[config.mk]
export PLATFORM = sky130hd
export DESIGN_NAME = texture_header_validator_unit
export DESIGN_NICKNAME = d
export VERILOG_FILES = /design/src/hw/rtl/thv_pkg.sv /design/src/hw/rtl/texture_header_validator_unit.sv /design/src/hw/rtl/thv_front.sv /design/src/hw/rtl/thv_queue.sv /design/src/hw/rtl/thv_back.sv
export SDC_FILE = /design/constraint.sdc
export NUM_CORES = 2
export LEC_CHECK = 0
export BUFFER_PORTS_ARGS = -buffer_cell sky130_fd_sc_hd__buf_4
export CAP_MARGIN = 20
export CORE_MARGIN = 5
export CORE_UTILIZATION = 45
export DETAILED_ROUTE_END_ITERATION = 12
export PLACE_DENSITY = 0.69
export SETUP_SLACK_MARGIN = 0.15
export SYNTH_ARGS = -nofsm -noshare
export SYNTH_HDL_FRONTEND = slang
export SYNTH_HIERARCHICAL = 1
export SYNTH_SLANG_ARGS = --single-unit
[constraint.sdc]
create_clock -name i_clk -period 18.46 [get_ports i_clk]
set_clock_uncertainty 0.1 [all_clocks]
set_input_delay 0.923 -clock i_clk [delete_from_list [all_inputs] [get_ports i_clk]]
set_output_delay 0.923 -clock i_clk [all_outputs]
set_load 0.02 [all_outputs]
[src/hw/rtl/thv_pkg.sv]
// ----------------------------------------------------------------------------
// thv_pkg
// Types and constants shared by the texture header validator modules.
// ----------------------------------------------------------------------------
package thv_pkg;

    localparam int HEADER_BYTES = 40;
    localparam int MAX_EXTENT   = 65536;
    localparam int BLOCK_EDGE   = 4;
    localparam int CUBE_FACES   = 6;
    localparam int MAX_LEVELS   = 17;

    localparam int IN_W     = 384;
    localparam int OUT_W    = 56;
    localparam int STATUS_W = 4;
    localparam int WANTED_W = 48;
    localparam int CFG_IDX_W = 3;
    localparam int CFG_DAT_W = 32;

    localparam int EXT_W   = $clog2(MAX_EXTENT + 1);
    localparam int LVL_W   = $clog2(MAX_LEVELS + 1);
    localparam int PROD_W  = 2 * EXT_W;
    localparam int SUM_W   = PROD_W + 4 + $clog2(MAX_LEVELS + 1);
    localparam int WANT_W  = SUM_W + 3;

    localparam int BLOCK_SHIFT       = $clog2(BLOCK_EDGE);
    localparam int BLOCK_BYTES_SHIFT = 4;
    localparam int HALF_BYTES_SHIFT  = 3;
    localparam int PLAIN_BYTES_SHIFT = 2;

    localparam int Q_DEPTH = 2;
    localparam int Q_PTR_W = $clog2(Q_DEPTH);
    localparam int Q_CNT_W = $clog2(Q_DEPTH + 1);

    typedef enum logic [STATUS_W-1:0] {
        ST_OK      = 4'd0,
        ST_SHORT   = 4'd1,
        ST_MAGIC   = 4'd2,
        ST_VERSION = 4'd3,
        ST_EMPTY   = 4'd4,
        ST_FORMAT  = 4'd5,
        ST_FACES   = 4'd6,
        ST_SQUARE  = 4'd7,
        ST_LEVELS  = 4'd8,
        ST_LARGE   = 4'd9,
        ST_SIZE    = 4'd10
    } t_status;

    typedef enum logic [CFG_IDX_W-1:0] {
        REG_MAGIC   = 3'd0,
        REG_VERSION = 3'd1,
        REG_HIGHEST = 3'd2,
        REG_BLOCK   = 3'd3,
        REG_HALF    = 3'd4
    } t_reg;

    typedef enum logic [1:0] {
        K_PLAIN = 2'd0,
        K_HALF  = 2'd1,
        K_BLOCK = 2'd2
    } t_kind;

    typedef struct packed {
        t_status           status;
        t_kind             kind;
        logic              cube;
        logic [LVL_W-1:0]  levels;
        logic [EXT_W-1:0]  width;
        logic [EXT_W-1:0]  height;
        logic [63:0]       have;
        logic [63:0]       declared;
    } t_job;

endpackage

[src/hw/rtl/texture_header_validator_unit.sv]
// ----------------------------------------------------------------------------
// texture_header_validator_unit
// Checks one texture header beat against the file length and returns a
// status code with the expected payload byte count.
// ----------------------------------------------------------------------------
// Usage: write the five setup registers through the cfg channel while idle.
// Each s_axis beat carries one header and the total file length; each
// m_axis beat returns the status code and the expected payload bytes.
// An accepted beat goes straight into a two-entry job queue, and the back
// end takes it from there once it is idle. A header that fails an early
// check goes from the queue to the done state and on to the result beat.
// A passed header walks the mip chain one level per cycle through a single
// multiplier, with L mip levels, at most 17, then drains, scales and
// compares. The back end handles one header at a time and takes the next
// only after handing over its last result; that loop sets the throughput.
// When m_axis stalls, the result beat holds, the back end waits with its
// next result, and s_axis keeps taking beats until the queue is full.
// Reset restores the register defaults, empties the queue and drops any
// pending result.
// ----------------------------------------------------------------------------
module texture_header_validator_unit
    import thv_pkg::*;
(
    input  logic                 i_clk,
    input  logic                 i_rst_n,
    input  logic                 i_cfg_valid,
    output logic                 o_cfg_ready,
    input  logic [CFG_IDX_W-1:0] i_cfg_index,
    input  logic [CFG_DAT_W-1:0] i_cfg_data,
    input  logic                 s_axis_tvalid,
    output logic                 s_axis_tready,
    // file_bytes[63:0], header_magic[95:64], header_version[127:96],
    // image_width[159:128], image_height[191:160], level_count[223:192],
    // format_code[255:224], color_space_code[287:256], faces[319:288],
    // declared_payload[383:320]
    input  logic [IN_W-1:0]      s_axis_tdata,
    output logic                 m_axis_tvalid,
    input  logic                 m_axis_tready,
    // status[3:0], wanted_bytes[51:4], zero fill [55:52]
    output logic [OUT_W-1:0]     m_axis_tdata
);

    logic push;
    logic full;
    logic q_valid;
    logic pop;
    t_job front_job;
    t_job back_job;

    thv_front u_front (
        .i_clk       (i_clk),
        .i_rst_n     (i_rst_n),
        .i_cfg_valid (i_cfg_valid),
        .o_cfg_ready (o_cfg_ready),
        .i_cfg_index (i_cfg_index),
        .i_cfg_data  (i_cfg_data),
        .i_tvalid    (s_axis_tvalid),
        .o_tready    (s_axis_tready),
        .i_tdata     (s_axis_tdata),
        .i_full      (full),
        .o_push      (push),
        .o_job       (front_job)
    );

    thv_queue u_queue (
        .i_clk   (i_clk),
        .i_rst_n (i_rst_n),
        .i_push  (push),
        .i_job   (front_job),
        .o_full  (full),
        .o_valid (q_valid),
        .i_pop   (pop),
        .o_job   (back_job)
    );

    thv_back u_back (
        .i_clk    (i_clk),
        .i_rst_n  (i_rst_n),
        .i_valid  (q_valid),
        .i_job    (back_job),
        .o_pop    (pop),
        .o_tvalid (m_axis_tvalid),
        .i_tready (m_axis_tready),
        .o_tdata  (m_axis_tdata)
    );

endmodule

[src/hw/rtl/thv_front.sv]
// ----------------------------------------------------------------------------
// thv_front
// Holds the configuration registers, takes header beats and runs the ordered
// header checks, handing each classified header to the job queue.
// ----------------------------------------------------------------------------
module thv_front
    import thv_pkg::*;
(
    input  logic                 i_clk,
    input  logic                 i_rst_n,
    input  logic                 i_cfg_valid,
    output logic                 o_cfg_ready,
    input  logic [CFG_IDX_W-1:0] i_cfg_index,
    input  logic [CFG_DAT_W-1:0] i_cfg_data,
    input  logic                 i_tvalid,
    output logic                 o_tready,
    input  logic [IN_W-1:0]      i_tdata,
    input  logic                 i_full,
    output logic                 o_push,
    output t_job                 o_job
);

    logic [31:0] r_magic_word;
    logic [31:0] r_format_version;
    logic [7:0]  r_highest_format;
    logic [7:0]  r_block_format_code;
    logic [7:0]  r_half_float_code;

    logic [63:0] file_bytes;
    logic [31:0] magic;
    logic [31:0] version;
    logic [31:0] w;
    logic [31:0] h;
    logic [31:0] levels;
    logic [31:0] fmt;
    logic [31:0] cs;
    logic [31:0] faces;
    logic [63:0] declared;
    logic [31:0] big;
    logic [4:0]  lm1;
    logic        levels_bad;
    t_status     status;
    t_kind       kind;

    assign o_cfg_ready = 1'b1;

    always_ff @(posedge i_clk) begin
        if (!i_rst_n) begin
            r_magic_word        <= 32'd0;
            r_format_version    <= 32'd0;
            r_highest_format    <= 8'd2;
            r_block_format_code <= 8'd2;
            r_half_float_code   <= 8'd1;
        end else if (i_cfg_valid) begin
            case (t_reg'(i_cfg_index))
                REG_MAGIC:   r_magic_word        <= i_cfg_data;
                REG_VERSION: r_format_version    <= i_cfg_data;
                REG_HIGHEST: r_highest_format    <= i_cfg_data[7:0];
                REG_BLOCK:   r_block_format_code <= i_cfg_data[7:0];
                REG_HALF:    r_half_float_code   <= i_cfg_data[7:0];
                default: ;
            endcase
        end
    end

    assign file_bytes = i_tdata[63:0];
    assign magic      = i_tdata[95:64];
    assign version    = i_tdata[127:96];
    assign w          = i_tdata[159:128];
    assign h          = i_tdata[191:160];
    assign levels     = i_tdata[223:192];
    assign fmt        = i_tdata[255:224];
    assign cs         = i_tdata[287:256];
    assign faces      = i_tdata[319:288];
    assign declared   = i_tdata[383:320];

    // The full chain covers a level count n when the larger extent has bit n-1 or above set.
    assign big        = (w > h) ? w : h;
    assign lm1        = levels[4:0] - 5'd1;
    assign levels_bad = (levels > 32'd32) || ((big >> lm1) == 32'd0);

    always_comb begin
        if (file_bytes < 64'(HEADER_BYTES)) begin
            status = ST_SHORT;
        end else if (magic != r_magic_word) begin
            status = ST_MAGIC;
        end else if (version != r_format_version) begin
            status = ST_VERSION;
        end else if (w == 32'd0 || h == 32'd0 || levels == 32'd0) begin
            status = ST_EMPTY;
        end else if (fmt > {24'd0, r_highest_format} || cs > 32'd1) begin
            status = ST_FORMAT;
        end else if (faces != 32'd1 && faces != 32'(CUBE_FACES)) begin
            status = ST_FACES;
        end else if (faces == 32'(CUBE_FACES) && w != h) begin
            status = ST_SQUARE;
        end else if (levels_bad) begin
            status = ST_LEVELS;
        end else if (w > 32'(MAX_EXTENT) || h > 32'(MAX_EXTENT)) begin
            status = ST_LARGE;
        end else begin
            status = ST_OK;
        end
    end

    always_comb begin
        if (fmt == {24'd0, r_block_format_code}) begin
            kind = K_BLOCK;
        end else if (fmt == {24'd0, r_half_float_code}) begin
            kind = K_HALF;
        end else begin
            kind = K_PLAIN;
        end
    end

    assign o_tready = !i_full;
    assign o_push   = i_tvalid && !i_full;

    always_comb begin
        o_job.status   = status;
        o_job.kind     = kind;
        o_job.cube     = (faces == 32'(CUBE_FACES));
        o_job.levels   = (levels > 32'(MAX_LEVELS)) ? LVL_W'(MAX_LEVELS) : levels[LVL_W-1:0];
        o_job.width    = w[EXT_W-1:0];
        o_job.height   = h[EXT_W-1:0];
        o_job.have     = file_bytes - 64'(HEADER_BYTES);
        o_job.declared = declared;
    end

endmodule

[src/hw/rtl/thv_queue.sv]
// ----------------------------------------------------------------------------
// thv_queue
// Short job queue between the header checks and the size computation.
// ----------------------------------------------------------------------------
module thv_queue
    import thv_pkg::*;
(
    input  logic i_clk,
    input  logic i_rst_n,
    input  logic i_push,
    input  t_job i_job,
    output logic o_full,
    output logic o_valid,
    input  logic i_pop,
    output t_job o_job
);

    t_job               r_mem [Q_DEPTH];
    logic [Q_PTR_W-1:0] r_wr_ptr;
    logic [Q_PTR_W-1:0] r_rd_ptr;
    logic [Q_CNT_W-1:0] r_count;
    logic [Q_PTR_W-1:0] n_wr_ptr;
    logic [Q_PTR_W-1:0] n_rd_ptr;
    logic [Q_CNT_W-1:0] n_count;
    logic               do_pop;

    assign o_full  = (r_count == Q_CNT_W'(Q_DEPTH));
    assign o_valid = (r_count != '0);
    assign o_job   = r_mem[r_rd_ptr];
    assign do_pop  = i_pop && o_valid;

    always_comb begin
        n_wr_ptr = r_wr_ptr;
        n_rd_ptr = r_rd_ptr;
        n_count  = r_count;
        if (i_push) begin
            n_wr_ptr = (r_wr_ptr == Q_PTR_W'(Q_DEPTH - 1)) ? '0 : r_wr_ptr + Q_PTR_W'(1);
        end
        if (do_pop) begin
            n_rd_ptr = (r_rd_ptr == Q_PTR_W'(Q_DEPTH - 1)) ? '0 : r_rd_ptr + Q_PTR_W'(1);
        end
        if (i_push && !do_pop) begin
            n_count = r_count + Q_CNT_W'(1);
        end else if (do_pop && !i_push) begin
            n_count = r_count - Q_CNT_W'(1);
        end
    end

    always_ff @(posedge i_clk) begin
        if (!i_rst_n) begin
            r_wr_ptr <= '0;
            r_rd_ptr <= '0;
            r_count  <= '0;
        end else begin
            r_wr_ptr <= n_wr_ptr;
            r_rd_ptr <= n_rd_ptr;
            r_count  <= n_count;
        end
    end

    always_ff @(posedge i_clk) begin
        if (i_push) begin
            r_mem[r_wr_ptr] <= i_job;
        end
    end

endmodule

[src/hw/rtl/thv_back.sv]
// ----------------------------------------------------------------------------
// thv_back
// Walks the mip chain of a passed header with one multiplier, scales the sum
// by the face count, compares it and holds the result beat for the output.
// ----------------------------------------------------------------------------
module thv_back
    import thv_pkg::*;
(
    input  logic                i_clk,
    input  logic                i_rst_n,
    input  logic                i_valid,
    input  t_job                i_job,
    output logic                o_pop,
    output logic                o_tvalid,
    input  logic                i_tready,
    output logic [OUT_W-1:0]    o_tdata
);

    typedef enum logic [4:0] {
        S_IDLE  = 5'b00001,
        S_RUN   = 5'b00010,
        S_DRAIN = 5'b00100,
        S_SCALE = 5'b01000,
        S_DONE  = 5'b10000
    } t_state;

    t_state              r_state, n_state;
    t_job                r_job, n_job;
    logic [EXT_W-1:0]    r_w, n_w;
    logic [EXT_W-1:0]    r_h, n_h;
    logic [LVL_W-1:0]    r_left, n_left;
    logic [PROD_W-1:0]   r_prod, n_prod;
    logic                r_pv, n_pv;
    logic [SUM_W-1:0]    r_sum, n_sum;
    logic [WANT_W-1:0]   r_wanted, n_wanted;
    logic                r_out_valid, n_out_valid;
    t_status             r_out_status, n_out_status;
    logic [WANT_W-1:0]   r_out_wanted, n_out_wanted;

    logic [EXT_W-1:0]    op_a;
    logic [EXT_W-1:0]    op_b;
    logic [PROD_W-1:0]   prod;
    logic [SUM_W-1:0]    lvl_bytes;
    logic [EXT_W-1:0]    w_half;
    logic [EXT_W-1:0]    h_half;
    logic                out_free;
    logic                sizes_match;

    assign out_free = !r_out_valid || i_tready;

    always_comb begin
        if (r_job.kind == K_BLOCK) begin
            op_a = EXT_W'(({1'b0, r_w} + (EXT_W+1)'(BLOCK_EDGE - 1)) >> BLOCK_SHIFT);
            op_b = EXT_W'(({1'b0, r_h} + (EXT_W+1)'(BLOCK_EDGE - 1)) >> BLOCK_SHIFT);
        end else begin
            op_a = r_w;
            op_b = r_h;
        end
    end

    assign prod = op_a * op_b;

    always_comb begin
        case (r_job.kind)
            K_BLOCK: lvl_bytes = SUM_W'(r_prod) << BLOCK_BYTES_SHIFT;
            K_HALF:  lvl_bytes = SUM_W'(r_prod) << HALF_BYTES_SHIFT;
            default: lvl_bytes = SUM_W'(r_prod) << PLAIN_BYTES_SHIFT;
        endcase
    end

    assign w_half = (r_w[EXT_W-1:1] == '0) ? EXT_W'(1) : (r_w >> 1);
    assign h_half = (r_h[EXT_W-1:1] == '0) ? EXT_W'(1) : (r_h >> 1);

    assign sizes_match = (r_job.declared == 64'(r_wanted)) && (r_job.have == 64'(r_wanted));

    always_comb begin
        n_state      = r_state;
        n_job        = r_job;
        n_w          = r_w;
        n_h          = r_h;
        n_left       = r_left;
        n_prod       = r_prod;
        n_pv         = r_pv;
        n_sum        = r_sum;
        n_wanted     = r_wanted;
        n_out_valid  = r_out_valid && !i_tready;
        n_out_status = r_out_status;
        n_out_wanted = r_out_wanted;
        o_pop        = 1'b0;
        case (r_state)
            S_IDLE: begin
                if (i_valid) begin
                    o_pop    = 1'b1;
                    n_job    = i_job;
                    n_w      = i_job.width;
                    n_h      = i_job.height;
                    n_left   = i_job.levels;
                    n_sum    = '0;
                    n_pv     = 1'b0;
                    n_wanted = '0;
                    n_state  = (i_job.status == ST_OK) ? S_RUN : S_DONE;
                end
            end
            S_RUN: begin
                n_prod = prod;
                n_pv   = 1'b1;
                if (r_pv) begin
                    n_sum = r_sum + lvl_bytes;
                end
                n_w    = w_half;
                n_h    = h_half;
                n_left = r_left - LVL_W'(1);
                if (r_left == LVL_W'(1)) begin
                    n_state = S_DRAIN;
                end
            end
            S_DRAIN: begin
                n_sum   = r_sum + lvl_bytes;
                n_pv    = 1'b0;
                n_state = S_SCALE;
            end
            S_SCALE: begin
                if (r_job.cube) begin
                    n_wanted = (WANT_W'(r_sum) << 2) + (WANT_W'(r_sum) << 1);
                end else begin
                    n_wanted = WANT_W'(r_sum);
                end
                n_state = S_DONE;
            end
            S_DONE: begin
                if (out_free) begin
                    n_out_valid  = 1'b1;
                    n_out_wanted = r_wanted;
                    if (r_job.status != ST_OK) begin
                        n_out_status = r_job.status;
                    end else begin
                        n_out_status = sizes_match ? ST_OK : ST_SIZE;
                    end
                    n_state = S_IDLE;
                end
            end
            default: begin
                n_state = S_IDLE;
            end
        endcase
    end

    always_ff @(posedge i_clk) begin
        if (!i_rst_n) begin
            r_state     <= S_IDLE;
            r_out_valid <= 1'b0;
            r_pv        <= 1'b0;
        end else begin
            r_state     <= n_state;
            r_out_valid <= n_out_valid;
            r_pv        <= n_pv;
        end
    end

    always_ff @(posedge i_clk) begin
        r_job        <= n_job;
        r_w          <= n_w;
        r_h          <= n_h;
        r_left       <= n_left;
        r_prod       <= n_prod;
        r_sum        <= n_sum;
        r_wanted     <= n_wanted;
        r_out_status <= n_out_status;
        r_out_wanted <= n_out_wanted;
    end

    assign o_tvalid = r_out_valid;
    assign o_tdata  = {(OUT_W - WANTED_W - STATUS_W)'(0), WANTED_W'(r_out_wanted), r_out_status};

endmodule

======== After elaboration in Yosys (flattened, before gate mapping) ========
Memory sizes are Yosys's and may differ from the RTL's. A register that Yosys moved wholly into a read port is not among the register bits.
Cells that the tools add are included.
storage, ports and cells
  bits in latches ......................... 0
  word-level logic and storage cells ...... 169
  input port bits ......................... 424
  ROM bits ................................ 0
  memories kept ........................... 1
  output and inout bits ................... 59
  flip-flop bits (word level) ............. 446
  RAM bits ................................ 348
memory list
  name           depth  width  rd ports  clocked after memory_dff  wr ports  line             text
  u_queue.r_mem  2      174    1         1                         1         thv_queue.sv:18  t_job r_mem [Q_DEPTH];
operators by class
  muxes and demuxes ....................... 51
  shifts and indexed selects .............. 1
  add/sub/neg operators ................... 11
  order comparisons ....................... 8
  divide/modulo/power cells ............... 0
  bitwise operators ....................... 0
  reduce and logical (&&, ||, !) cells .... 45
  $mul .................................... 1
  eq/ne operators ......................... 27
operator list
  operator                                                         count
  case mux 43 bit (3 select lines)                                 1
  == test 64 x 46 -> 1 bit                                         2
  logical NOT 32 bit                                               4
  inequality test 32 bit                                           3
  2-to-1 mux 46 bit                                                2
  case mux 46 bit (2 select lines)                                 1
  2-to-1 mux 43 bit                                                2
  case mux 38 bit (2 select lines)                                 1
  2-to-1 mux 17 bit                                                4
  case mux 17 bit (2 select lines)                                 2
  == test 32 x 8 -> 1 bit                                          2
  greater-than comparator 32 x 17 -> 1 bit, second input constant  2
  < comparator 64 x 6 -> 1 bit, second input constant              1
  subtractor 64 x 6 -> 64 bit, second input constant               1
  adder 45 x 44 -> 46 bit                                          1
  2-to-1 mux 4 bit                                                 11
  adder 43 bit                                                     1
  adder 17 x 2 -> 18 bit, second input constant                    2
  multiplier 17 x 17 -> 34 bit                                     1
  == test 32 x 3 -> 1 bit, second input constant                   1
  greater-than comparator 32 x 1 -> 1 bit, second input constant   1
  greater-than comparator 32 bit                                   1
  greater-than comparator 32 x 5 -> 1 bit, second input constant   1
  greater-than comparator 32 x 6 -> 1 bit, second input constant   1
  39 further kinds                                                 95

======== Logic depth before layout (Yosys ltp) ========
  depth after elaboration ................. 13
  mapped depth ............................ 34
  gate-level depth less buffers ........... 31

======== Cells and area by module ========
The synthesis kept the hierarchy.
modules (own cells, without submodules)
  module     seq. area each (µm²)  cells each  instances  area an instance (µm²)
  thv_back   10380.0               2793        1          28167.0
  thv_queue  10550.1               563         1          12829.8
  thv_front  1761.7                1293        1          9788.1

======== Least setup slack after synthesis ========
OpenSTA, ideal clock, no wires.
  path type ............................... input to register
  start ................................... in s_axis_tvalid
  end ..................................... mem u_queue/r_mem[0][0] (netlist name) (enable)
  stages on the path ...................... 2
  arrival time ............................ 8818 ps
  setup time .............................. 731 ps
  data required time ...................... 17629 ps
  buffers on the path ..................... 0
  path slack .............................. 8811 ps
  cell sequence ........................... nor2b_1 > nor2b_1
on the way
  longest elaborated chain between the ends .. 3
RTL lines
  element                                 line                                 text
  from (decl)                             texture_header_validator_unit.sv:30  input logic s_axis_tvalid,
  logical AND 1 bit                       thv_front.sv:117                     assign o_push = i_tvalid && !i_full;
  2-to-1 mux 1 bit                        thv_queue.sv:62                      if (i_push) begin
  2-to-1 mux 1 bit (not written as such)  thv_queue.sv:63                      r_mem[r_wr_ptr] <= i_job;
  to (decl)                               thv_queue.sv:18
Every way passes these cells.

======== Worst setup path after layout ========
  start ................................... reg u_back.r_w[4]
  end ..................................... reg u_back.r_prod[32] (data pin)
on the way
  longest elaborated chain between the ends .. 3
RTL lines
  element                         line             text
  from (decl)                     thv_back.sv:29   logic [EXT_W-1:0] r_w, n_w;
  from (signal assigned)          thv_back.sv:162  r_w <= n_w;
  adder 17 x 2 -> 18 bit          thv_back.sv:53   op_a = EXT_W'(({1'b0, r_w} + (EXT_W+1)'(BLOCK_EDGE - 1)) >> BLOCK_SHIFT);
  2-to-1 mux 17 bit *             thv_back.sv:52   if (r_job.kind == K_BLOCK) begin
  multiplier 17 x 17 -> 34 bit *  thv_back.sv:61   assign prod = op_a * op_b;
  named net u_back.prod[32]       thv_back.sv:42   logic [PROD_W-1:0] prod;
  to (signal assigned)            thv_back.sv:165  r_prod <= n_prod;
  to (decl)                       thv_back.sv:32   logic [PROD_W-1:0] r_prod, n_prod;
The timed path passes the listed nets; every way through them passes the cells marked *.
A chain may end at the register's enable or synchronous reset.

==> flow_summary.toml <==
[outcome]
status = "completed"

[placement]
detailed_place_hpwl_um = 101000
place_inst = 6376
gp_congestion = 0.923
io_buffers = 472
postPlaceCellArea_um2 = 54900

[floorplan]
rows = 123
core_um2 = 112000
start_util_pct = 45.2
die_area_um2 = 120000
die_h_um = 346
io_pins = 483
die_width_um = 346

[hold_path]
worstHoldStart = "s_axis_tdata[362]"
hp-class = "in2reg"

[timing]
timing.slew.headroom_pct = 13.9
setup_tns_ns = 0
hold_viol_final = 0
min_period_ns = 8.98
rsz0062_at_grt = "no"
clock.fmax_mhz = 111
worstMarginPinSlew_ns = 1.29
slew_viol_final = 0
period_share_pct = 48.6
setup_viol_count_final = 0

[clock_tree]
ctsHoldBuffers = 0
post_cts_buffers = 0
clock_sinks = 789
numCtsBuffers = 83
clk_pin_slew_worst_paths_ns = 0.07
clk_path_buf_depth = 3
clkLatencyLatePin_ns = 0.66
cts-resized-gates = 0
cts.htree.levels = 3
cts_tree = "yes"
cts_root_buf = "clkbuf_16"

[yosys]
yosysUniqueCellTypes = 113
synth.most_common_cell = "edfxtp_1"
synth_seq_cells = 789
synthFlopType = "edfxtp_1"
synth-edff-count = 689
yosysTopAreaCellShare_pct = 40.7
yosysWarnings = 6
netlist_top_cells_area = "edfxtp_1, fa_1, ha_1"
syn_area_um2 = 50800
syn_inst = 4649
synth_seq_area_share_pct = 44.7
syn_area_per_cell_um2 = 10.9
synthArstFlopShare_pct = 0
synth.largest_area_cell = "edfxtp_1"
synthTopCellsByCount = "edfxtp_1, nand2_1, inv_1"

[global_routing]
overflow = 0
grt_pass1_wl_um = 206000
grtUsageTotal_pct = 21.6
grt_max_degree = 136
antenna_found_initial = 1
grt_pass1_vias = 36224

[critical_path]
slowest_stage = "a21oi_2"
crit-reg2reg-capture = "u_back/r_prod[32]$_DFFE_PP_"
cp_max_fo = 9
crit_path_start_kind = "register"
reg2reg_depth = 29
cp.required_ns = 18.71
crit_top_cell = "fa_1"
crit_end = "u_back/r_prod[32]$_DFFE_PP_"
endpoint_kind = "register"
critical_path_arrival_ns = 9.23
worst_path_largest_cell_delay_ns = 0.61
reg2reg_slack_ns = 9.48
crit_type = "reg2reg"
critPathLaunch = "u_back/r_w[4]$_DFFE_PP_"
reg2reg_from = "u_back/r_w[4]$_DFFE_PP_"

[detailed_routing]
drc = 0
drtIter0Drc = 3156
vias = 35878
drtAntennaViolNets = 0
via_per_inst = 5.49
wire_per_inst_um = 20.3
wirelength_um = 133000
dr.pass1.iters = 5

[finish]
drive_gt1_share_pct = 18.2
syn_to_final_growth_pct = 13.7
final_cells = 6535
final_area_um2 = 57800
fin_nets = 5853

[run]
maxCapViolations = 0
-- through the flow --
| stage | utilization [%] | hold WS, ns | setup WS (ns) |
|---|---|---|---|
| detailed placement | 48.9 | 0.349 | 9.60 |
| finish | 51.4 | 0.344 | 9.48 |
| CTS | 51.3 | 0.281 | 9.55 |
| global route | 51.4 | 0.307 | 9.02 |
| global placement | 48.9 | 0.345 | 9.73 |
| floorplan | - | 0.343 | 8.81 |
-- layout by cell type, fill, tap and decap left out, types with 30 or more instances in the layout --
| master | count |
|---|---|
| a21boi_0 | 93 |
| a21o_1 | 72 |
| a21oi_1 | 140 |
| a22oi_1 | 42 |
| and2_1 | 53 |
| buf_4 | 510 |
| clkbuf_16 | 84 |
| dfxtp_1 | 99 |
| edfxtp_1 | 689 |
| fa_1 | 226 |
| ha_1 | 233 |
| inv_1 | 373 |
| mux2_2 | 181 |
| mux2i_1 | 59 |
| nand2_1 | 585 |
| nand3_1 | 54 |
| nand4_1 | 61 |
| nor2_1 | 327 |
| nor3_1 | 66 |
| nor4_1 | 84 |
| o21a_1 | 30 |
| o21ai_0 | 145 |
| xnor2_1 | 149 |
| xor2_1 | 158 |
-- layout make-up --
| class | instances | area [µm²] |
|---|---|---|
| clock inverters | 49 | 574 |
| repair buffers | 518 | 3970 |
| inverters | 376 | 1420 |
| fillers | 10036 | 54600 |
| flip-flops and latches | 789 | 22700 |
| multi-input cells | 3201 | 25100 |
| clock buffers | 101 | 2150 |
| diodes | 1 | 2.50 |
| well taps | 1500 | 1880 |
-- kinds of logic after synthesis --
| kind of cell | after synthesis | synth area share, % |
|---|---|---|
| AO/OA/AOI/OAI | 731 | 9.67 |
| adder cells (fa/ha/maj) | 460 | 14.7 |
| buffers and inverters | 666 | 6.15 |
| multiplexers | 266 | 6.29 |
| AND/OR/NAND/NOR | 1428 | 13.2 |
| other | 2 | 0.0148 |
| flip-flops | 789 | 44.7 |
| XOR/XNOR | 307 | 5.29 |
-- per-layer routing --
metal	share of wire, %	global-route usage [%]	vias up
li1	-	-	16949
met1	42	29.1	17460
met2	48	35.9	1268
met3	7.3	4.23	201
met4	2.5	5.66	0
met5	0	0	-
-- worst min path at each step --
stage / to / slack, ns / cells past startpoint
floorplan: u_back/r_out_wanted[16]$_DFFE_PP_ / 0.34 / 0
global placement: u_back/r_out_status[2]$_SDFFCE_PP0P_ / 0.35 / 0
detailed placement: u_back/r_out_status[2]$_SDFFCE_PP0P_ / 0.35 / 0
CTS: u_queue/r_mem[1][42]$_DFFE_PP_ / 0.28 / 1
global route: u_queue/r_mem[0][63]$_DFFE_PP_ / 0.31 / 1
finish: u_queue/r_mem[1][42]$_DFFE_PP_ / 0.34 / 1
-- sequential cells by signal, indices dropped and copies added (netlist names), named ones only --
signal,count
u_back/r_prod,34
u_front/r_magic_word,32
u_back/r_w,17
u_back/r_sum,41
u_back/r_out_status,4
u_back/r_state,5
u_back/r_out_wanted,44
u_back/r_left,5
u_back/r_job,135
u_back/o_tvalid,1
u_front/r_highest_format,8
u_queue/r_rd_ptr,1
u_back/r_pv,1
u_queue/r_wr_ptr,1
u_front/r_format_version,32
u_back/r_h,17
u_queue/r_count,2
u_front/r_block_format_code,8
u_front/r_half_float_code,8
u_queue/r_mem,348
u_back/r_wanted,44
-- critical path, delay by kind of cell (launching register included) --
kind | cells | cell delay [ns]
buffers and inverters | 3 | 0.18
multiplexers | 1 | 0.18
flip-flops | 1 | 0.60
adder cells (fa/ha/maj) | 7 | 3.50
AND/OR/NAND/NOR | 10 | 1.82
AO/OA/AOI/OAI | 8 | 2.27
Power is left out: the tool's default activity adds up to more than one toggle a clock period on the data nets, which glitch-free logic cannot reach.
